## src/rtl/core/rbr_pkg.sv

```systemverilog
`default_nettype none
// ----------------------------------------------------------------------------
// rbr_pkg - shared definitions for the bubble route request unit
// Port, status, channel and try-state codes, register map, reset values and
// the structs passed between the top level and the route decision logic.
// ----------------------------------------------------------------------------
package rbr_pkg;

    // default sizes
    localparam int MAX_INPUTS_DEF = 8;
    localparam int DELTA_BITS_DEF = 8;

    // output ports
    localparam logic [2:0] PORT_XP    = 3'd0;
    localparam logic [2:0] PORT_XM    = 3'd1;
    localparam logic [2:0] PORT_YP    = 3'd2;
    localparam logic [2:0] PORT_YM    = 3'd3;
    localparam logic [2:0] PORT_LOCAL = 3'd4;

    // result status
    localparam logic [1:0] ST_OK      = 2'd0;
    localparam logic [1:0] ST_REFUSED = 2'd1;
    localparam logic [1:0] ST_ERROR   = 2'd2;

    // output channel codes
    localparam logic [3:0] CH_NONE     = 4'd0;
    localparam logic [3:0] CH_ADAPTIVE = 4'd1;
    localparam logic [3:0] CH_ESCAPE   = 4'd2;

    // arrival channel class
    localparam logic [1:0] CLS_ADAPTIVE = 2'd1;

    // per-input try state
    localparam logic [2:0] TRY_1 = 3'd1;
    localparam logic [2:0] TRY_2 = 3'd2;
    localparam logic [2:0] TRY_3 = 3'd3;
    localparam logic [2:0] TRY_4 = 3'd4;
    localparam logic [2:0] TRY_5 = 3'd5;

    // command codes
    localparam logic CMD_ROUTE   = 1'b0;
    localparam logic CMD_RESTART = 1'b1;

    // register map (byte address = 4 * index)
    localparam int         ADDR_W     = 4;
    localparam logic [1:0] REG_DIR    = 2'd0;
    localparam logic [1:0] REG_CLASS  = 2'd1;
    localparam logic [1:0] REG_INPUTS = 2'd2;
    localparam logic [1:0] REG_LPORTS = 2'd3;

    // register reset values
    localparam logic [2:0] RST_DIR    = PORT_LOCAL;
    localparam logic [1:0] RST_CLASS  = CLS_ADAPTIVE;
    localparam logic [3:0] RST_INPUTS = 4'd1;
    localparam logic [3:0] RST_LPORTS = 4'd1;

    typedef struct packed {
        logic [2:0] dir;
        logic [1:0] cls;
        logic [3:0] inputs;
        logic [3:0] lports;
    } t_cfg;

    typedef struct packed {
        logic [1:0] status;
        logic [2:0] port;
        logic [3:0] chan;
        logic       hdr;
        logic       exhausted;
    } t_result;

endpackage
`default_nettype wire

```

## src/rtl/core/rbr_req_if.sv

```systemverilog
`default_nettype none
// ----------------------------------------------------------------------------
// rbr_req_if - request channel
// Valid/ready channel carrying one route request beat.
// ----------------------------------------------------------------------------
interface rbr_req_if #(
    parameter int DELTA_BITS = 8
);
    logic                         valid;
    logic                         ready;
    logic                         command;
    logic [2:0]                   input_index;
    logic signed [DELTA_BITS-1:0] delta_first;
    logic signed [DELTA_BITS-1:0] delta_second;
    logic                         bubble_x_plus;
    logic                         bubble_x_minus;
    logic                         bubble_y_plus;
    logic                         bubble_y_minus;

    modport source (
        output valid, command, input_index, delta_first, delta_second,
               bubble_x_plus, bubble_x_minus, bubble_y_plus, bubble_y_minus,
        input  ready
    );

    modport sink (
        input  valid, command, input_index, delta_first, delta_second,
               bubble_x_plus, bubble_x_minus, bubble_y_plus, bubble_y_minus,
        output ready
    );
endinterface
`default_nettype wire

```

## src/rtl/core/rbr_rsp_if.sv

```systemverilog
`default_nettype none
// ----------------------------------------------------------------------------
// rbr_rsp_if - result channel
// Valid/ready channel carrying one route result beat.
// ----------------------------------------------------------------------------
interface rbr_rsp_if;
    logic       valid;
    logic       ready;
    logic [1:0] status;
    logic [2:0] out_port;
    logic [3:0] out_channel;
    logic       header_used;
    logic       tries_exhausted;

    modport source (
        output valid, status, out_port, out_channel, header_used, tries_exhausted,
        input  ready
    );

    modport sink (
        input  valid, status, out_port, out_channel, header_used, tries_exhausted,
        output ready
    );
endinterface
`default_nettype wire

```

## src/rtl/core/adaptive_bubble_route_request.sv

```systemverilog
`default_nettype none
// ----------------------------------------------------------------------------
// adaptive_bubble_route_request - routing request unit of a torus router input
// Registers each request beat, decides the route in one pass and registers
// the result; keeps a try state per multiplexed input.
// ----------------------------------------------------------------------------
// Usage:
//   i_req carries one request beat (command, input number, two header deltas
//   and the four bubble flags); o_rsp returns exactly one result beat for it.
//   Both are valid/ready channels; a beat moves when valid and ready are high.
//   Path: a request is held in the input register, then its result in the
//   result register, where it stays valid until o_rsp takes it.
//   Throughput: one request per cycle while o_rsp is not stalled, set by the
//   single decision pass between the two registers; the per-input try state
//   is read and written in that same cycle, so dependent requests on the
//   same input follow back to back.
//   When o_rsp is stalled the result is held, one more request is taken
//   into the input register, then i_req.ready drops until the result leaves.
//   Reset (i_rst_n low at a clock edge) empties both registers, sets every
//   try state to 1, the local port counter and header flag to 0 and the
//   registers to their defaults. The user writes the registers over the APB port
//   only while the unit is idle; the block does not enforce it. pready is always high.
// ----------------------------------------------------------------------------
module adaptive_bubble_route_request
    import rbr_pkg::*;
#(
    parameter int MAX_INPUTS = MAX_INPUTS_DEF,
    parameter int DELTA_BITS = DELTA_BITS_DEF
) (
    input  logic              i_clk,
    input  logic              i_rst_n,
    rbr_req_if.sink           i_req,
    rbr_rsp_if.source         o_rsp,
    input  logic              psel,
    input  logic              penable,
    input  logic              pwrite,
    input  logic [ADDR_W-1:0] paddr,
    input  logic [31:0]       pwdata,
    output logic [31:0]       prdata,
    output logic              pready
);

    localparam int IDX_W = (MAX_INPUTS > 1) ? $clog2(MAX_INPUTS) : 1;

    // Reduce the 3-bit input number modulo the input count
    function automatic logic [IDX_W-1:0] idx_mod(input logic [2:0] v);
        logic [4:0] r;
        r = {2'b00, v};
        for (int k = 0; k < 8; k++) begin
            if (r >= 5'(MAX_INPUTS)) begin
                r = r - 5'(MAX_INPUTS);
            end
        end
        return r[IDX_W-1:0];
    endfunction

    // configuration
    t_cfg r_cfg;
    logic cfg_wr;

    // input register
    logic                         r_s1_vld;
    logic                         r_s1_cmd;
    logic [2:0]                   r_s1_idx;
    logic signed [DELTA_BITS-1:0] r_s1_d1;
    logic signed [DELTA_BITS-1:0] r_s1_d2;
    logic [3:0]                   r_s1_flags;

    // result register
    logic    r_out_vld;
    t_result r_res;

    // routing state
    logic [2:0] r_try [MAX_INPUTS];
    logic [3:0] r_cnt;
    logic       r_hdr;

    logic             out_free;
    logic             advance;
    logic             in_take;
    logic [IDX_W-1:0] s1_idx;
    t_result          n_res;
    logic [2:0]       n_try;
    logic [3:0]       n_cnt;
    logic             n_hdr;

    // Handshake
    assign out_free    = !r_out_vld || o_rsp.ready;
    assign advance     = r_s1_vld && out_free;
    assign i_req.ready = !r_s1_vld || out_free;
    assign in_take     = i_req.valid && i_req.ready;
    assign s1_idx      = idx_mod(r_s1_idx);

    assign o_rsp.valid           = r_out_vld;
    assign o_rsp.status          = r_res.status;
    assign o_rsp.out_port        = r_res.port;
    assign o_rsp.out_channel     = r_res.chan;
    assign o_rsp.header_used     = r_res.hdr;
    assign o_rsp.tries_exhausted = r_res.exhausted;

    // Route decision between the two registers
    rbr_route #(
        .DELTA_BITS (DELTA_BITS)
    ) u_route (
        .i_cfg     (r_cfg),
        .i_cmd     (r_s1_cmd),
        .i_dfirst  (r_s1_d1),
        .i_dsecond (r_s1_d2),
        .i_flags   (r_s1_flags),
        .i_try     (r_try[s1_idx]),
        .i_cnt     (r_cnt),
        .i_hdr     (r_hdr),
        .o_res     (n_res),
        .o_try     (n_try),
        .o_cnt     (n_cnt),
        .o_hdr     (n_hdr)
    );

    // APB access
    assign pready = 1'b1;
    assign cfg_wr = psel && penable && pwrite;

    always_comb begin
        unique case (paddr[3:2])
            REG_DIR:    prdata = {29'd0, r_cfg.dir};
            REG_CLASS:  prdata = {30'd0, r_cfg.cls};
            REG_INPUTS: prdata = {28'd0, r_cfg.inputs};
            REG_LPORTS: prdata = {28'd0, r_cfg.lports};
            default:    prdata = 32'd0;
        endcase
    end

    // Control state, configuration and routing state
    always_ff @(posedge i_clk) begin
        if (!i_rst_n) begin
            r_s1_vld      <= 1'b0;
            r_out_vld     <= 1'b0;
            r_cnt         <= 4'd0;
            r_hdr         <= 1'b0;
            r_cfg.dir     <= RST_DIR;
            r_cfg.cls     <= RST_CLASS;
            r_cfg.inputs  <= RST_INPUTS;
            r_cfg.lports  <= RST_LPORTS;
            for (int i = 0; i < MAX_INPUTS; i++) begin
                r_try[i] <= TRY_1;
            end
        end else begin
            if (cfg_wr) begin
                unique case (paddr[3:2])
                    REG_DIR:    r_cfg.dir    <= pwdata[2:0];
                    REG_CLASS:  r_cfg.cls    <= pwdata[1:0];
                    REG_INPUTS: r_cfg.inputs <= pwdata[3:0];
                    REG_LPORTS: r_cfg.lports <= pwdata[3:0];
                    default:    r_cfg.dir    <= r_cfg.dir;
                endcase
            end
            if (in_take) begin
                r_s1_vld <= 1'b1;
            end else if (advance) begin
                r_s1_vld <= 1'b0;
            end
            if (advance) begin
                r_out_vld     <= 1'b1;
                r_try[s1_idx] <= n_try;
                r_cnt         <= n_cnt;
                r_hdr         <= n_hdr;
            end else if (o_rsp.ready) begin
                r_out_vld <= 1'b0;
            end
        end
    end

    // Payload registers
    always_ff @(posedge i_clk) begin
        if (in_take) begin
            r_s1_cmd   <= i_req.command;
            r_s1_idx   <= i_req.input_index;
            r_s1_d1    <= i_req.delta_first;
            r_s1_d2    <= i_req.delta_second;
            r_s1_flags <= {i_req.bubble_y_minus, i_req.bubble_y_plus,
                           i_req.bubble_x_minus, i_req.bubble_x_plus};
        end
        if (advance) begin
            r_res <= n_res;
        end
    end

`ifndef SYNTHESIS
    // a stalled request side means both registers are full and the sink waits
    assert property (@(posedge i_clk) disable iff (!i_rst_n)
        !i_req.ready |-> (r_s1_vld && r_out_vld && !o_rsp.ready))
        else $error("request ready low without a full, stalled pipeline");

    // an error carries no port and no channel
    assert property (@(posedge i_clk) disable iff (!i_rst_n)
        (o_rsp.valid && o_rsp.status == ST_ERROR)
            |-> (o_rsp.out_port == PORT_XP && o_rsp.out_channel == CH_NONE))
        else $error("error result with a port or channel");

    // a refusal is always on an escape channel
    assert property (@(posedge i_clk) disable iff (!i_rst_n)
        (o_rsp.valid && o_rsp.status == ST_REFUSED) |-> (o_rsp.out_channel == CH_ESCAPE))
        else $error("refusal on a non-escape channel");

    // a local delivery is granted and names a real port
    assert property (@(posedge i_clk) disable iff (!i_rst_n)
        (o_rsp.valid && o_rsp.out_port == PORT_LOCAL)
            |-> (o_rsp.status == ST_OK && o_rsp.out_channel != CH_NONE))
        else $error("local delivery without a local port number");

    // reset empties the result register
    assert property (@(posedge i_clk) !i_rst_n |=> !o_rsp.valid)
        else $error("result valid after reset");
`endif

endmodule
`default_nettype wire

```

## src/rtl/core/rbr_route.sv

```systemverilog
`default_nettype none
// ----------------------------------------------------------------------------
// rbr_route - route decision for one request
// Walks the try sequence (adaptive X, adaptive Y, escape X, escape Y) from
// the input's current try state, applies the bubble check on escape tries
// and produces the result and the next try, counter and header state.
// ----------------------------------------------------------------------------
module rbr_route
    import rbr_pkg::*;
#(
    parameter int DELTA_BITS = DELTA_BITS_DEF
) (
    input  t_cfg                         i_cfg,
    input  logic                         i_cmd,
    input  logic signed [DELTA_BITS-1:0] i_dfirst,
    input  logic signed [DELTA_BITS-1:0] i_dsecond,
    input  logic [3:0]                   i_flags,
    input  logic [2:0]                   i_try,
    input  logic [3:0]                   i_cnt,
    input  logic                         i_hdr,
    output t_result                      o_res,
    output logic [2:0]                   o_try,
    output logic [3:0]                   o_cnt,
    output logic                         o_hdr
);

    typedef enum logic [1:0] {
        T_ADX,
        T_ADY,
        T_ESX,
        T_ESY
    } t_try;

    localparam logic [DELTA_BITS-1:0] D_ZERO = '0;
    localparam logic [DELTA_BITS-1:0] D_ONE  = DELTA_BITS'(1);
    localparam logic [DELTA_BITS-1:0] D_MONE = '1;

    // Bubble check for an escape request towards tgt
    function automatic logic [1:0] bubble(
        input logic [2:0] dir,
        input logic [1:0] cls,
        input logic [2:0] tgt,
        input logic [3:0] flags
    );
        logic ok;
        ok = flags[tgt[1:0]];
        if (dir == PORT_LOCAL || cls == CLS_ADAPTIVE) begin
            return ok ? ST_OK : ST_REFUSED;
        end else if (dir == tgt) begin
            return ST_OK;
        end else if (tgt == PORT_XP || tgt == PORT_XM) begin
            return ST_ERROR;
        end
        return ok ? ST_OK : ST_REFUSED;
    endfunction

    logic [2:0]                   dir;
    logic                         on_y;
    logic                         one0, one1, has0, has1;
    logic                         has_hx, has_hy;
    logic                         pos0, pos1, pos_hx, pos_hy;
    logic [2:0]                   s;
    logic [2:0]                   after4;
    logic [3:0]                   cnt_base;
    logic [2:0]                   tgt;
    logic [1:0]                   st;
    t_try                         fire;

    // Classify the two deltas
    always_comb begin
        dir    = (i_cfg.dir > PORT_LOCAL) ? PORT_LOCAL : i_cfg.dir;
        on_y   = (dir == PORT_YP) || (dir == PORT_YM);
        one0   = (i_dfirst == D_ONE) || (i_dfirst == D_MONE);
        one1   = (i_dsecond == D_ONE) || (i_dsecond == D_MONE);
        has0   = !(one0 || i_dfirst == D_ZERO);
        has1   = !(one1 || i_dsecond == D_ZERO);
        pos0   = !i_dfirst[DELTA_BITS-1];
        pos1   = !i_dsecond[DELTA_BITS-1];
        has_hx = on_y ? has1 : has0;
        has_hy = on_y ? has0 : has1;
        pos_hx = on_y ? pos1 : pos0;
        pos_hy = on_y ? pos0 : pos1;
        s      = (i_try < TRY_1 || i_try > TRY_5) ? TRY_1 : i_try;
        after4 = (i_cfg.inputs != 4'd1) ? TRY_5 : TRY_1;
    end

    // Pick the first try that finds hops left, starting from the current state
    always_comb begin
        case (s) inside
            TRY_2:   fire = has_hy ? T_ADY : (has0 ? T_ESX : T_ESY);
            TRY_3:   fire = has0 ? T_ESX : T_ESY;
            TRY_4:   fire = has1 ? T_ESY : (has_hx ? T_ADX : T_ADY);
            default: fire = has_hx ? T_ADX : T_ADY;
        endcase
    end

    // Build the result and next state
    always_comb begin
        o_res.status = ST_OK;
        o_res.port   = PORT_XP;
        o_res.chan   = CH_NONE;
        o_try        = s;
        o_cnt        = i_cnt;
        o_hdr        = i_hdr;
        cnt_base     = i_cnt;
        tgt          = PORT_XP;
        st           = ST_OK;

        if (i_cmd == CMD_RESTART) begin
            o_try = TRY_1;
        end else if (one0 && one1) begin
            // arrived: next local port, round robin
            cnt_base   = (i_cnt >= i_cfg.lports) ? 4'd0 : i_cnt;
            o_cnt      = cnt_base + 4'd1;
            o_res.port = PORT_LOCAL;
            o_res.chan = o_cnt;
        end else if (!has0 && !has1) begin
            // no hops left but not arrived
            o_res.status = ST_ERROR;
            o_try        = after4;
            o_hdr        = 1'b1;
        end else begin
            case (fire)
                T_ADX: begin
                    o_hdr      = on_y;
                    o_try      = TRY_2;
                    o_res.chan = CH_ADAPTIVE;
                    if (dir == PORT_LOCAL) begin
                        o_res.port = pos_hx ? PORT_XP : PORT_XM;
                    end else begin
                        o_res.port = dir;
                    end
                end
                T_ADY: begin
                    o_hdr      = !on_y;
                    o_try      = TRY_3;
                    o_res.chan = CH_ADAPTIVE;
                    if (on_y) begin
                        o_res.port = pos_hy ? PORT_XP : PORT_XM;
                    end else begin
                        o_res.port = pos_hy ? PORT_YP : PORT_YM;
                    end
                end
                T_ESX: begin
                    o_hdr        = 1'b0;
                    o_try        = TRY_5;
                    tgt          = pos0 ? PORT_XP : PORT_XM;
                    st           = bubble(dir, i_cfg.cls, tgt, i_flags);
                    o_res.status = st;
                    if (st != ST_ERROR) begin
                        o_res.port = tgt;
                        o_res.chan = CH_ESCAPE;
                    end
                end
                default: begin
                    o_hdr        = 1'b1;
                    o_try        = after4;
                    tgt          = pos1 ? PORT_YP : PORT_YM;
                    st           = bubble(dir, i_cfg.cls, tgt, i_flags);
                    o_res.status = st;
                    o_res.port   = tgt;
                    o_res.chan   = CH_ESCAPE;
                end
            endcase
        end

        o_res.hdr       = o_hdr;
        o_res.exhausted = (o_try == TRY_5);
    end

endmodule
`default_nettype wire
```

## src/flat_wrapper.sv

```systemverilog
// flat-port wrapper written by rule: the top's interface ports become plain ports
module adaptive_bubble_route_request_flat import rbr_pkg::*;
#(
    parameter int MAX_INPUTS = MAX_INPUTS_DEF,
    parameter int DELTA_BITS = DELTA_BITS_DEF
)
  (i_clk, i_rst_n, psel, penable, pwrite, paddr, pwdata, prdata, pready, i_req_valid, i_req_command, i_req_input_index, i_req_delta_first, i_req_delta_second, i_req_bubble_x_plus, i_req_bubble_x_minus, i_req_bubble_y_plus, i_req_bubble_y_minus, i_req_ready, o_rsp_valid, o_rsp_status, o_rsp_out_port, o_rsp_out_channel, o_rsp_header_used, o_rsp_tries_exhausted, o_rsp_ready);
  rbr_req_if #(.DELTA_BITS(DELTA_BITS)) i_req_i ();
  rbr_rsp_if o_rsp_i ();
  input  logic i_clk;
  input  logic i_rst_n;
  input  logic psel;
  input  logic penable;
  input  logic pwrite;
  input  logic [ADDR_W-1:0] paddr;
  input  logic [31:0] pwdata;
  output logic [31:0] prdata;
  output logic pready;
  input wire logic [$bits(i_req_i.valid)-1:0] i_req_valid;
  input wire logic [$bits(i_req_i.command)-1:0] i_req_command;
  input wire logic [$bits(i_req_i.input_index)-1:0] i_req_input_index;
  input wire logic [$bits(i_req_i.delta_first)-1:0] i_req_delta_first;
  input wire logic [$bits(i_req_i.delta_second)-1:0] i_req_delta_second;
  input wire logic [$bits(i_req_i.bubble_x_plus)-1:0] i_req_bubble_x_plus;
  input wire logic [$bits(i_req_i.bubble_x_minus)-1:0] i_req_bubble_x_minus;
  input wire logic [$bits(i_req_i.bubble_y_plus)-1:0] i_req_bubble_y_plus;
  input wire logic [$bits(i_req_i.bubble_y_minus)-1:0] i_req_bubble_y_minus;
  output wire logic [$bits(i_req_i.ready)-1:0] i_req_ready;
  output wire logic [$bits(o_rsp_i.valid)-1:0] o_rsp_valid;
  output wire logic [$bits(o_rsp_i.status)-1:0] o_rsp_status;
  output wire logic [$bits(o_rsp_i.out_port)-1:0] o_rsp_out_port;
  output wire logic [$bits(o_rsp_i.out_channel)-1:0] o_rsp_out_channel;
  output wire logic [$bits(o_rsp_i.header_used)-1:0] o_rsp_header_used;
  output wire logic [$bits(o_rsp_i.tries_exhausted)-1:0] o_rsp_tries_exhausted;
  input wire logic [$bits(o_rsp_i.ready)-1:0] o_rsp_ready;
  assign i_req_i.valid = i_req_valid;
  assign i_req_i.command = i_req_command;
  assign i_req_i.input_index = i_req_input_index;
  assign i_req_i.delta_first = i_req_delta_first;
  assign i_req_i.delta_second = i_req_delta_second;
  assign i_req_i.bubble_x_plus = i_req_bubble_x_plus;
  assign i_req_i.bubble_x_minus = i_req_bubble_x_minus;
  assign i_req_i.bubble_y_plus = i_req_bubble_y_plus;
  assign i_req_i.bubble_y_minus = i_req_bubble_y_minus;
  assign i_req_ready = i_req_i.ready;
  assign o_rsp_valid = o_rsp_i.valid;
  assign o_rsp_status = o_rsp_i.status;
  assign o_rsp_out_port = o_rsp_i.out_port;
  assign o_rsp_out_channel = o_rsp_i.out_channel;
  assign o_rsp_header_used = o_rsp_i.header_used;
  assign o_rsp_tries_exhausted = o_rsp_i.tries_exhausted;
  assign o_rsp_i.ready = o_rsp_ready;
  adaptive_bubble_route_request #(.MAX_INPUTS(MAX_INPUTS), .DELTA_BITS(DELTA_BITS)) u_core (.i_clk(i_clk), .i_rst_n(i_rst_n), .i_req(i_req_i), .o_rsp(o_rsp_i), .psel(psel), .penable(penable), .pwrite(pwrite), .paddr(paddr), .pwdata(pwdata), .prdata(prdata), .pready(pready));
endmodule
```

## config.mk

```make
export PLATFORM = sky130hd
export DESIGN_NAME = adaptive_bubble_route_request_flat
export DESIGN_NICKNAME = d
export VERILOG_FILES = /design/src/rtl/core/rbr_pkg.sv /design/src/rtl/core/rbr_req_if.sv /design/src/rtl/core/rbr_rsp_if.sv /design/src/rtl/core/adaptive_bubble_route_request.sv /design/src/rtl/core/rbr_route.sv /design/src/flat_wrapper.sv
export SDC_FILE = /design/constraint.sdc
export NUM_CORES = 1
export LEC_CHECK = 0
export ABC_CLOCK_PERIOD_IN_PS = 7100
export BUFFER_PORTS_ARGS = -buffer_cell sky130_fd_sc_hd__buf_4
export CORE_ASPECT_RATIO = 1.75
export CORE_MARGIN = 4
export CORE_UTILIZATION = 51
export CTS_CLUSTER_DIAMETER = 30
export DETAILED_ROUTE_END_ITERATION = 8
export PLACE_DENSITY_LB_ADDON = 0.15
export SYNTH_ARGS = -nofsm -noshare
export SYNTH_HDL_FRONTEND = slang
export SYNTH_HIERARCHICAL = 1
export SYNTH_SLANG_ARGS = --single-unit
```

## constraint.sdc

```tcl
create_clock -name i_clk -period 7.1 [get_ports i_clk]
set_clock_uncertainty 0.1 [all_clocks]
set_input_delay 1.42 -clock i_clk [delete_from_list [all_inputs] [get_ports i_clk]]
set_output_delay 1.42 -clock i_clk [all_outputs]
set_load 0.05 [all_outputs]
```

[Word level (Yosys, flattened, before mapping)]
Memory sizes are Yosys's and may differ from the RTL's. A register that Yosys moved wholly into a read port is not among the register bits.
Cells that the tools add are included.
Widths: inputs -> output; s select.
Word-level totals
  register bits after elaboration: 55
  memories: 1
  memory bits (writable): 24
  word-level logic and storage cells: 175
  bits of input ports: 67
Cells by class
  equality and inequality tests: 23
  bitwise operators: 1
  magnitude comparators: 6
  add/sub/neg operators: 1
  reductions and logical operators: 42
  muxes and demuxes: 81
Memories
  u_core.r_try: words 8, bits a word 3, read ports 1, clocked after memory_dff 1, write ports 8, line adaptive_bubble_route_request.sv:74  | logic [2:0] r_try [MAX_INPUTS];
Operators with widths (count)
  $pmux 32 s4: 1
  $mux 1: 41
  $mux 2: 19
  $mux 3: 10
  $pmux 7 s3: 1
  $eq 8x1->1 const B: 2
  $eq 8x8->1 const B: 2
  $logic_not 8->1: 2
  $mux 7: 2
  $eq 3x2->1 const B: 4
  $logic_or 1x1->1: 11
  $eq 3x3->1 const B: 3
  $pmux 3 s3: 1
  $reduce_or 3->1: 3
  $eq 2x1->1 const B: 4
  $reduce_and 2->1: 4
  $logic_not 1->1: 7
  $eq 2x2->1 const B: 3
  $gt 3x3->1 const B: 2
  $logic_and 1x1->1: 6
  $logic_not 3->1: 2
  $mux 5: 1
  $add 4x1->4 const B: 1
  $bmux 1 s2: 2
  17 further kinds: 20

[Depth between registers and ports, before layout]
  depth after elaboration: 25
  mapped depth: 13
  gate-level depth less buffers: 13

[Cells and area by module]
Netlist, hierarchy kept.
Modules (own cells, without submodules)
  adaptive_bubble_route_request: cells an instance 260, area each 3424.5 um^2, instances 1
  rbr_route: cells an instance 120, area each 790.8 um^2, instances 1

[Worst setup path after synthesis]
Ideal clock, no wire load.
  path kind: input -> output
  start point: input paddr[3]
  end point: output prdata[2]
  data arrival time: 2896 ps
  path slack: 2684 ps
  stages: 3
  required time: 5580 ps
  path through: clkbuf_1 > mux2i_1 > o21ai_0
Between the ends
  word-level cells in the longest chain between the ends: 2
  elaborated cells on any way between the ends: 5
Ends and longest elaborated chain
  from (decl): line flat_wrapper.sv:15  | input logic [ADDR_W-1:0] paddr;
  $eq 2x2->1 (tied with other cells): line adaptive_bubble_route_request.sv:124  | unique case (paddr[3:2])
  $pmux 32 s4 *: line adaptive_bubble_route_request.sv:124
  to (decl): line flat_wrapper.sv:17  | output logic [31:0] prdata;
Mark *: on every way between the ends. The rest lies on a longest branch, timed or not. The select of a mux whose other input is x is not followed.

[Final worst setup path]
  start point: input paddr[3]
  end point: output prdata[1]
The elaborated chain is that of the path after synthesis.

==> run summary <==
The tools report the violation count after the first detailed-routing iteration as 138. At the end of routability-driven placement, the weighted congestion stood at 0.828. The starting density of the core is 52.6%, and the clock sink count is 82. Synthesis inferred 82 register bits. The I/O pin count is 113. The average size of a mapped cell is 11.1 um^2.

The flow ran to the end, and the final reports show no timing, DRC or antenna violations. Detailed placement finished with a half-perimeter wire length of 6600 um. For this run, the total global-route usage over all layers was measured as 17.7%. The initial antenna violation count was 0. Counting every instance in the synthesized netlist gives 380. The class of the most critical setup path is primary input to primary output. Of all nets on the critical path, the largest fanout is 9.

Among all flip-flop cells after synthesis, the most frequent one is edfxtp_1. The floorplan die width is 76.7 um. The count of buffers from port buffering was 53; the count of flip-flops with a built-in enable after synthesis was 59. The logs give 4220 um^2 for the area of the mapped netlist and 698 for the number of inserted filler cells in the final layout. The number of gates resized after CTS is 0, and the critical path data required time is 5.58 ns.

After synthesis, flip-flops and latches occupy 53.0% of the total area. The tools report the number of iterations in the first detailed-routing pass as 4. After synthesis, the most frequently instantiated cells are 59 x edfxtp_1, 33 x nor2_1, 32 x buf_4.

The finished cells cover 4770 um^2. The smallest clock period supported by the final layout is computed as 3.81 ns. The number of antenna diodes in the final layout is 0.

Dividing the detail-routed wire length by the instance count gives 16.2 um. The logs give 43 for the number of rows created at floorplan and 0 for the post-CTS setup buffer count. Clock tree root driver cell: clkbuf_16.

In the final design database the tool counted 495 nets. The worst-case IR drop observed on VDD is 177 uV. The number of hold-slack violations in the final timing report was 0. The element type at the critical path end is a primary output. The number of global-route vias before repair was 2765; the count of nets left with antenna violations after detail routing was 0. For the pin with the worst max-slew slack, the measured transition is 1.01 ns. The hold buffer count at CTS was 0; the power per cell area was 226 nW/um^2. After detailed routing, the number of vias per cell comes to 5.50.

After detailed routing, the number of remaining DRC violations is 0. The worst setup path is launched from a primary input. For the placed instance area, the log shows 4520 um^2. The total overflow left after global routing is 0.

Across all layers, the routed design uses 2849 vias. Entering global routing, the biggest net connects 25 pins. The H-tree depth was 3.

The clock reaches the later pin of the worst-skew pair after 0.33 ns. The min-delay analysis places its worst path in the category flop to flop. Counting both buffers and inverters, the worst setup path holds a total of 2. The core region is 8020 um^2. From synthesis to final layout, the design area changed by 13.2%.

The largest area contributor in the synthesized netlist was edfxtp_1. In this run the tightest slew margin relative to its limit is 32.1%. Adding up every negative setup slack in the final design gives 0 ns. The global-route wire length before repair came out at 13200 um.

The clock passes through at most 2 buffers. The clock slew at the register clock pins of the worst setup and hold paths came out at 0.05 ns. TritonCTS built the clock tree. Static timing analysis puts the maximum clock frequency at 0.262 GHz. In the post-synthesis netlist, the biggest area contributors are edfxtp_1 42%, dfxtp_1 11%, buf_4 5.7%, mux2i_1 4.3%, mux4_2 4.3%. For the worst setup path, the data arrival time is 2.29 ns.

After synthesis, the netlist uses 59 different library cells. The number of max-cap violations is 0, and the final worst-path cycle share is 53.7%. Summed over its instances, the top area cell type makes up 42.0% of the synthesized netlist area. Setup repair after global routing left no endpoint under its margin. Summed over all cells, the static leakage comes to 1.85 nW. For this run, the slowest stage of the critical path takes 0.52 ns. In the post-synthesis netlist, the cell with the most instances is edfxtp_1. Summing all flip-flop and latch instances after layout gives 2230 um^2.

The standard cell with the maximum stage delay on the critical path was mux4_2. The share of async-settable or async-resettable flops after synthesis came out at 0%. Of the cells placed in the final design, the portion with a size suffix greater than 1 is 22.2%. The tools report the routed wire length as 8380 um. The critical path's most frequent cell is buf_4. The tools report the final max-slew violation count as 0. In the final layout, the multi-input gates occupy 1730 um^2.

From bottom edge to top edge, the die measures 128 um. Kind of cell adding the most delay to the critical path: multiplexers. During synthesis, Yosys emitted a total of 6 warnings. The run gives 0 as the number of setup violations in the final report.

The tools report the die footprint as 9840 um^2. The signal on the critical path passes through buf_4 -> mux4_2 -> buf_4. The number of clock buffers added by TritonCTS is 9.
==> layout make-up <==
class	count	area share, %
clock inverter	5	0.446
inverter	13	1.02
multi-input combinational	264	36.2
sequential	82	46.8
timing repair buffer	53	8.34
tap	90	2.36
clock buffer	11	4.88
==> report_power, final <==
| group | switching, mW | internal [mW] |
|---|---|---|
| Combinational | 0.0945 | 0.0428 |
| Clock | 0.163 | 0.232 |
| Sequential | 0.0142 | 0.534 |
==> registers in the layout, indices dropped and copies added (netlist names), named ones only <==
register,count
u_core/r_try,24
u_core/r_cfg,13
u_core/r_s1_d1,8
u_core/r_s1_d2,8
u_core/o_rsp.out_channel,4
u_core/r_cnt,4
u_core/r_s1_flags,4
u_core/o_rsp.out_port,3
u_core/r_s1_idx,3
u_core/o_rsp.status,2
u_core/o_rsp.header_used,1
u_core/o_rsp.tries_exhausted,1
u_core/o_rsp.valid,1
u_core/r_hdr,1
u_core/r_s1_cmd,1
u_core/r_s1_vld,1
==> placed cells by master, fill, tap and decap left out, types with 2 or more instances in the layout <==
| cell | Yosys | layout |
|---|---|---|
| edfxtp_1 | 59 | 59 |
| buf_4 | 32 | 53 |
| nor2_1 | 33 | 33 |
| nand2_1 | 31 | 31 |
| conb_1 | 2 | 29 |
| dfxtp_1 | 23 | 23 |
| o21ai_0 | 22 | 22 |
| mux2i_1 | 18 | 18 |
| a21oi_1 | 15 | 15 |
| nand2b_1 | 14 | 14 |
| inv_1 | 11 | 11 |
| nand3_1 | 11 | 11 |
| clkbuf_16 | 0 | 9 |
| mux4_2 | 8 | 8 |
| nor3_1 | 7 | 7 |
| mux2_2 | 6 | 6 |
| or3_1 | 5 | 5 |
| ha_1 | 5 | 5 |
| nor2b_1 | 4 | 4 |
| or4_1 | 4 | 4 |
| and2_1 | 4 | 4 |
| clkinv_1 | 0 | 3 |
| o31ai_1 | 3 | 3 |
| or2_2 | 3 | 3 |
| and3_1 | 3 | 3 |
| clkinv_2 | 0 | 2 |
| clkbuf_1 | 13 | 2 |
| inv_2 | 2 | 2 |
| nand4_1 | 2 | 2 |
| nor4_1 | 2 | 2 |
| and2b_1 | 2 | 2 |
| a31oi_1 | 2 | 2 |
| a211o_1 | 2 | 2 |
| a21o_1 | 2 | 2 |
| xor2_1 | 2 | 2 |
==> worst paths after layout <==
path	startpoint	endpoint	slack (ns)	cells after the start
setup / recovery	paddr[3]	prdata[1]	3.29	3
hold / removal	u_core/r_cfg[1]	u_core/r_cfg[1]	0.38	2
setup reg to reg	flop	u_core/r_try[1][2]	3.56	9
hold reg to reg	u_core/r_cfg[1]	u_core/r_cfg[1]	0.38	2
==> through the flow <==
step	hold WS [ns]	worst slack, ns	total power [mW]	utilization (%)	cells
floorplan	0.344	2.68	0.669	-	407
global placement	0.361	3.29	0.693	56.3	502
detailed placement	0.370	3.29	0.695	56.3	502
CTS	0.378	3.29	1.09	59.5	518
global route	0.389	3.26	1.12	59.5	518
finish	0.376	3.29	1.08	59.5	518
==> kinds of logic after synthesis <==
kind of cell / count (synthesis) / share of synthesized area, %
xor gates and xnor gates: 3 / 0.623
DFF: 82 / 53.0
AOI/OAI and AO/OA: 60 / 9.20
and+or+nand+nor: 135 / 16.9
buffers and inverters: 61 / 8.52
other: 2 / 0.178
adders and majority gates: 5 / 1.48
muxes: 32 / 10.2
==> per-layer routing <==
layer	vias up	GRT usage [%]	share of wire (%)
li1	1407	-	-
met1	1338	17.5	35
met2	84	34.0	57
met3	20	4.36	4.6
met4	0	8.32	3.0
met5	-	0	0
==> worst min-delay path: stages, from the launching register on <==
cell and delay, ns:
dfxtp_1 0.32, nand2_1 0.06, mux2i_1 0.05
No activity file was read; power rests on OpenSTA's default activity.
